===== config.mk =====
export PLATFORM = sky130hd
export DESIGN_NAME = maes_keyexp
export DESIGN_NICKNAME = d
export VERILOG_FILES = /design/src/sv/maes_pkg.sv /design/src/sv/maes_keyexp.sv
export SDC_FILE = /design/constraint.sdc
export NUM_CORES = 2
export LEC_CHECK = 0
export ABC_AREA = 1
export BUFFER_PORTS_ARGS = -buffer_cell sky130_fd_sc_hd__buf_4
export CAP_MARGIN = 20
export CORE_AREA = 2 2 593 595
export CTS_CLUSTER_DIAMETER = 150
export CTS_CLUSTER_SIZE = 30
export DETAILED_ROUTE_END_ITERATION = 10
export DIE_AREA = 0 0 595 597
export PLACE_DENSITY_LB_ADDON = 0.15
export SLEW_MARGIN = 20
export SYNTH_ARGS = -nofsm -noshare
export SYNTH_HDL_FRONTEND = slang
export SYNTH_SLANG_ARGS = --single-unit

===== constraint.sdc =====
create_clock -name clk -period 13.7 [get_ports clk]
set_clock_uncertainty 0.05 [all_clocks]
set_input_delay 2.74 -clock clk [delete_from_list [all_inputs] [get_ports clk]]
set_output_delay 2.74 -clock clk [all_outputs]
set_load 0.05 [all_outputs]

===== src/sv/maes_pkg.sv =====
// ----------------------------------------------------------------------------
// maes_pkg
// Shared types and byte transforms for the modified AES-128 block cipher.
// ----------------------------------------------------------------------------
package maes_pkg;

    localparam int NumRounds = 10;
    localparam int NumStages = NumRounds + 1;
    localparam int RegIdxWidth = 1;

    typedef enum logic [RegIdxWidth-1:0] {
        REG_KEY_HIGH = 1'b0,
        REG_KEY_LOW  = 1'b1
    } reg_idx_t;

    typedef enum logic {
        CMD_ENCRYPT = 1'b0,
        CMD_DECRYPT = 1'b1
    } cmd_t;

    typedef struct packed {
        logic        command;
        logic [63:0] block_high;
        logic [63:0] block_low;
    } in_item_t;

    typedef struct packed {
        logic [63:0] result_high;
        logic [63:0] result_low;
    } out_item_t;

    // per-stage control that travels with the block
    typedef struct packed {
        logic valid;
        logic decrypt;
    } stage_ctl_t;

    typedef logic [127:0] state_t;

    function automatic logic [7:0] xtime(input logic [7:0] a);
        logic [7:0] r;
        r = {a[6:0], 1'b0};
        if (a[7]) r = r ^ 8'h1b;
        return r;
    endfunction

    function automatic logic [7:0] gf_mul(input logic [7:0] a, input logic [7:0] b);
        logic [7:0] acc;
        logic [7:0] x;
        acc = 8'h00;
        x = a;
        for (int i = 0; i < 8; i++) begin
            if (b[i]) acc = acc ^ x;
            x = xtime(x);
        end
        return acc;
    endfunction

    function automatic logic [7:0] gf_inv(input logic [7:0] a);
        logic [7:0] r;
        logic [7:0] b;
        r = 8'h01;
        b = a;
        // exponent 254 = 11111110b
        for (int i = 0; i < 8; i++) begin
            if (i != 0) r = gf_mul(r, b);
            b = gf_mul(b, b);
        end
        return r;
    endfunction

    function automatic logic [7:0] rotl(input logic [7:0] x, input int n);
        logic [15:0] d;
        d = {x, x} << n;
        return d[15:8];
    endfunction

    function automatic logic [7:0] sbox(input logic [7:0] x);
        logic [7:0] b;
        b = gf_inv(x);
        return b ^ rotl(b, 1) ^ rotl(b, 2) ^ rotl(b, 3) ^ rotl(b, 4) ^ 8'h63;
    endfunction

    function automatic logic [7:0] inv_sbox(input logic [7:0] y);
        return gf_inv(rotl(y, 1) ^ rotl(y, 3) ^ rotl(y, 6) ^ 8'h05);
    endfunction

    // constant tables built at elaboration
    typedef logic [7:0] byte_tab_t [256];

    function automatic byte_tab_t build_fwd();
        byte_tab_t t;
        for (int i = 0; i < 256; i++) t[i] = sbox(xtime(8'(i)) ^ 8'h01);
        return t;
    endfunction

    function automatic byte_tab_t build_inv();
        byte_tab_t t;
        logic [7:0] u;
        for (int i = 0; i < 256; i++) begin
            u = inv_sbox(8'(i));
            if (!u[0]) t[i] = ((u ^ 8'h01 ^ 8'h1b) >> 1) | 8'h80;
            else t[i] = (u ^ 8'h01) >> 1;
        end
        return t;
    endfunction

    function automatic byte_tab_t build_sbox();
        byte_tab_t t;
        for (int i = 0; i < 256; i++) t[i] = sbox(8'(i));
        return t;
    endfunction

    localparam byte_tab_t FwdSub = build_fwd();
    localparam byte_tab_t InvSub = build_inv();
    localparam byte_tab_t AesSbox = build_sbox();

    // byte i of the state sits in bits 127-8i
    function automatic logic [7:0] get_byte(input state_t s, input int i);
        return s[127-8*i -: 8];
    endfunction

    function automatic state_t sub_bytes(input state_t s, input logic inv);
        state_t t;
        for (int i = 0; i < 16; i++)
            t[127-8*i -: 8] = inv ? InvSub[get_byte(s, i)] : FwdSub[get_byte(s, i)];
        return t;
    endfunction

    function automatic state_t shift_rows(input state_t s, input logic inv);
        state_t t;
        int src;
        for (int r = 0; r < 4; r++)
            for (int c = 0; c < 4; c++) begin
                src = inv ? ((c - r) & 3) : ((c + r) & 3);
                t[127-8*(4*c+r) -: 8] = get_byte(s, 4*src + r);
            end
        return t;
    endfunction

    function automatic state_t mix_columns(input state_t s, input logic inv);
        state_t t;
        logic [7:0] m [4];
        logic [7:0] acc;
        if (inv) begin
            m[0] = 8'ha5; m[1] = 8'h07; m[2] = 8'h1a; m[3] = 8'h73;
        end else begin
            m[0] = 8'h01; m[1] = 8'h04; m[2] = 8'h04; m[3] = 8'h05;
        end
        for (int c = 0; c < 4; c++)
            for (int r = 0; r < 4; r++) begin
                acc = 8'h00;
                for (int k = 0; k < 4; k++)
                    acc = acc ^ gf_mul(get_byte(s, 4*c + k), m[(k - r) & 3]);
                t[127-8*(4*c+r) -: 8] = acc;
            end
        return t;
    endfunction

endpackage


===== src/sv/maes_keyexp.sv =====
// ----------------------------------------------------------------------------
// maes_keyexp
// Registered AES-128 key schedule, one round key per cycle after a key write.
// ----------------------------------------------------------------------------
module maes_keyexp
    import maes_pkg::*;
(
    input  logic         clk,
    input  logic         rst_n,
    input  logic [127:0] key,
    input  logic         start,
    output state_t       round_keys [NumStages],
    output logic         busy
);

    state_t       rk_reg [NumStages];
    logic [3:0]   idx_reg;
    logic [3:0]   idx_next;
    logic [7:0]   rcon_reg;
    logic [7:0]   rcon_next;
    logic         busy_reg;
    logic         busy_next;
    state_t       key_next;

    // one expansion step from the previous round key
    always_comb
    begin
        logic [31:0] w [4];
        logic [31:0] t;
        state_t prev;
        prev = rk_reg[idx_reg - 4'd1];
        for (int j = 0; j < 4; j++) w[j] = prev[127-32*j -: 32];
        t = {AesSbox[w[3][23:16]] ^ rcon_reg, AesSbox[w[3][15:8]],
             AesSbox[w[3][7:0]], AesSbox[w[3][31:24]]};
        w[0] = w[0] ^ t;
        w[1] = w[1] ^ w[0];
        w[2] = w[2] ^ w[1];
        w[3] = w[3] ^ w[2];
        key_next = {w[0], w[1], w[2], w[3]};
        idx_next = idx_reg;
        rcon_next = rcon_reg;
        busy_next = busy_reg;
        if (start)
        begin
            idx_next = 4'd1;
            rcon_next = 8'h01;
            busy_next = 1'b1;
        end
        else if (busy_reg)
        begin
            rcon_next = xtime(rcon_reg);
            if (idx_reg == 4'(NumStages - 1)) busy_next = 1'b0;
            else idx_next = idx_reg + 4'd1;
        end
    end

    always_ff @(posedge clk or negedge rst_n)
    begin
        if (!rst_n)
        begin
            idx_reg <= 4'd1;
            rcon_reg <= 8'h01;
            busy_reg <= 1'b1;
        end
        else
        begin
            idx_reg <= idx_next;
            rcon_reg <= rcon_next;
            busy_reg <= busy_next;
        end
    end

    // key storage, the zero key after reset
    always_ff @(posedge clk or negedge rst_n)
    begin
        if (!rst_n)
        begin
            for (int i = 0; i < NumStages; i++) rk_reg[i] <= '0;
        end
        else if (start) rk_reg[0] <= key;
        else if (busy_reg) rk_reg[idx_reg] <= key_next;
    end

    assign round_keys = rk_reg;
    assign busy = busy_reg;

endmodule


==> out/results.md <==
| Parameter | This run | Unit |
|---|---|---|
| Clock-pin slew reported for the worst setup and hold paths after clock tree synthesis | 0.13 | ns |
| Flops & latches, synth | 1421 | - |
| Total Die Area | 0.355 | mm2 |
| DRC violations left | 0 | - |
| GRT Resource Usage Total | 0.341 | - |
| Final count of pins violating max slew | 0 | - |
| Initial DRT Pass Iterations | 6 | - |
| Nature of the critical path endpoint | register | - |
| Class of the tightest hold or removal check | reg2reg | - |
| Detailed-route via count | 92.9k | - |
| Utilization after layout | 0.287 | - |
| Initial cell density of the core | 0.242 | - |
| Setup TNS Final | 0 | ns |
| Count of buffers from port buffering | 1539 | - |
| Arrival time reported for the critical path endpoint | 10.08 | ns |
| Final WS setup | 4.27 | ns |
| RSZ-0062 raised after global routing | false | - |
| Sum of routed wire length over all layers | 630 | mm |
| Post-DP HPWL | 472 | mm |
| Die boundary width | 595 | um |
| Final ANT Viol Nets | 0 | - |
| Per-cell routed wire length | 37.3 | um |
| Cts repair resizes | 0 | - |
| Commonest cells after routing, fill and taps aside | sky130_fd_sc_hd__nand2_1 (2864), sky130_fd_sc_hd__nand3_1 (2062), sky130_fd_sc_hd__buf_4 (1696), sky130_fd_sc_hd__dfrtp_1 (1418), sky130_fd_sc_hd__o21ai_0 (1226) | - |
| Final worst-path cycle share | 0.689 | - |
| Ratio of cells with drive above 1 in the final layout | 0.185 | - |
| Clock Sinks | 1421 | - |
| Number of global-route vias before repair | 85.3k | - |
| Data required time of the worst path | 14.35 | ns |
| Status | complete, no violations | - |
| Number of buffers created by CTS | 58 | - |
| Average cell area after synthesis | 7.43 | um2 |
| Count of cell types in the netlist | 54 | - |
| Yosys top cell area share | 0.421 | - |
| Hold-fix buffer count after cts | 0 | - |
| Die Span Y | 597 | um |
| First-pass GRT wire length | 832 | mm |
| Gp weighted congestion | 0.986 | - |
| Syn Std Cell Area | 0.0843 | mm2 |
| Avg Vias per Cell | 5.51 | - |
| Fraction of registers with async set or reset after synthesis | 1.00 | - |
| Growth of design area from synthesis to finish | 18.4 | % |
| Number of nets in the final layout | 12.4k | - |
| Number of buffers on the longest clock path | 3 | - |
| Clock tree from TritonCTS | done | - |
| WS Path Type | reg2reg | - |
| Total gr overflow | 0 | - |
| Routing usage on met3 | 0.0722 | - |
| Final count of hold timing violations | 0 | - |
| Fraction of the yosys area taken by sequential cells | 0.422 | - |
| Clk Latency, worst-skew pair | 0.86 | ns |
| Number of cells produced by synthesis | 11.4k | - |
| Setup-violating endpoint count in the final report | 0 | - |
| Maximum achievable frequency | 0.106 | GHz |
| Highest fanout seen on the critical path | 109 | - |
| Most common cell after layout, fill and taps aside | sky130_fd_sc_hd__nand2_1 | - |
| Number of violations of the max-capacitance limit | 0 | - |
| Reg-to-reg setup timing slack | 4.27 | ns |
| Number of H-tree levels | 2 | - |
| Row Count | 217 | - |
| Most area-consuming cells after synthesis | sky130_fd_sc_hd__dfrtp_1 (42%), sky130_fd_sc_hd__nand2_1 (13%), sky130_fd_sc_hd__nand3_1 (12%) | - |
| Cell accounting for the most synthesized area | sky130_fd_sc_hd__dfrtp_1 | - |
| Max FFs per register | 1408 | - |
| M2 GR Usage | 0.515 | - |
| Initial antenna violation count | 47 | - |
| Clock period minus worst slack | 9.43 | ns |
| Number of setup buffers added after CTS | 0 | - |
| Dominant register cell in the synthesized netlist | sky130_fd_sc_hd__dfrtp_1 | - |
| Mapped Nets | 11.5k | - |
| Number of synthesized flops with an enable pin | 0 | - |
| Number of top-level pins | 1540 | - |
| Clock root cell | sky130_fd_sc_hd__clkbuf_16 | - |
| Least-Margin Pin Slew | 1.27 | ns |
| Post-Place Setup Slack | 4.31 | ns |
| Relative max-transition margin | 0.151 | - |
| Number of DRC markers in iteration 0 | 12.3k | - |
| Busiest grt layer | met2 | - |
| Grt met1 use | 0.464 | - |
| Largest net degree at the start of global routing | 168 | - |
| Critical path launch point type | register | - |
| Synth warnings | 0 | - |
| Core outline area | 0.349 | mm2 |
## cell type report
class                      count  area, um2
multi-input combinational   8329      40900
fill                       38700     249000
timing repair buffer        1715      13100
tap                         4599       5750
inverter                     707       2730
clock inverter                14        256
sequential                  1421      35600
clock buffer                  60       1480
antenna                       21       52.6
## synth_stat cells (60+ instances only)
| master | count |
|---|---|
| sky130_fd_sc_hd__nand2_4 | 89 |
| sky130_fd_sc_hd__nor2_1 | 648 |
| sky130_fd_sc_hd__buf_2 | 244 |
| sky130_fd_sc_hd__nand3_1 | 2062 |
| sky130_fd_sc_hd__dfrtp_1 | 1418 |
| sky130_fd_sc_hd__o211ai_1 | 90 |
| sky130_fd_sc_hd__a21oi_1 | 371 |
| sky130_fd_sc_hd__o21ai_0 | 1229 |
| sky130_fd_sc_hd__a31oi_1 | 285 |
| sky130_fd_sc_hd__nand2_1 | 2867 |
| sky130_fd_sc_hd__buf_6 | 145 |
| sky130_fd_sc_hd__clkbuf_1 | 363 |
| sky130_fd_sc_hd__ha_1 | 60 |
| sky130_fd_sc_hd__nand2_2 | 103 |
| sky130_fd_sc_hd__o21ai_1 | 86 |
| sky130_fd_sc_hd__buf_4 | 124 |
| sky130_fd_sc_hd__inv_1 | 639 |
| sky130_fd_sc_hd__nand3_2 | 161 |
## worst paths after layout
kind	startpoint	endpoint	cells past startpoint
setup / recovery	idx_reg[0]	round_keys[656]	24
hold / removal	round_keys[230]	round_keys[230]	2
setup reg to reg	idx_reg[0]	round_keys[656]	24
hold reg to reg	round_keys[230]	round_keys[230]	2
max in group asynchronous	rst_n	round_keys[1175]	5
min in group asynchronous	rst_n	round_keys[627]	1
## worst max-delay path: stages (launching register included)
cell,delay (ns)
sky130_fd_sc_hd__dfstp_4,1.15
sky130_fd_sc_hd__inv_16,0.30
sky130_fd_sc_hd__ha_4,0.29
sky130_fd_sc_hd__inv_1,0.08
sky130_fd_sc_hd__nand2_2,0.09
sky130_fd_sc_hd__nand2_8,0.51
sky130_fd_sc_hd__inv_6,0.43
sky130_fd_sc_hd__nor2_8,0.68
sky130_fd_sc_hd__nand2_4,0.27
sky130_fd_sc_hd__nand2_2,0.68
sky130_fd_sc_hd__nand2_1,0.59
sky130_fd_sc_hd__nand2_1,0.39
sky130_fd_sc_hd__nand3_1,0.11
sky130_fd_sc_hd__nand3_1,0.13
sky130_fd_sc_hd__nand3_1,0.11
sky130_fd_sc_hd__nand3_1,0.18
sky130_fd_sc_hd__nand2_1,0.09
sky130_fd_sc_hd__nand2_1,0.09
sky130_fd_sc_hd__nand2_1,0.42
sky130_fd_sc_hd__nand2_1,0.18
sky130_fd_sc_hd__nand2_1,0.47
sky130_fd_sc_hd__nand2_1,0.68
sky130_fd_sc_hd__nand3_1,0.77
sky130_fd_sc_hd__nand3_1,0.27
sky130_fd_sc_hd__nand2_1,0.07
## cells by family (layout without fill, tap and decap cells)
| group | count (synthesis) | after routing | share of synthesized area |
|---|---|---|---|
| mux | 1 | 1 | 0.000119 |
| fa+ha+maj | 60 | 60 | 0.00890 |
| compound gates | 2282 | 2282 | 0.151 |
| xor+xnor | 9 | 9 | 0.000935 |
| simple gates | 5977 | 5977 | 0.323 |
| other cells | 0 | 21 | 0 |
| flops | 1421 | 1421 | 0.422 |
| buf+inv | 1607 | 2496 | 0.0946 |
## routing by layer
metal  wire (um)  up-vias
li1            -    39900
met1      267000    47300
met2      272000     5060
met5          41        -
met3       55800      644
met4       35400        6
## metrics by stage
step	instance area, um2	std cells	hold WS [ns]
finish	99900	16900	0.474
global placement	98100	16800	0.441
detailed placement	98100	16800	0.446
CTS	99800	16800	0.478
floorplan	84300	11400	0.452
global route	99800	16900	0.495
Power is not shown: default switching activity piles up to over one toggle a cycle in this logic, so the estimate is an artifact.
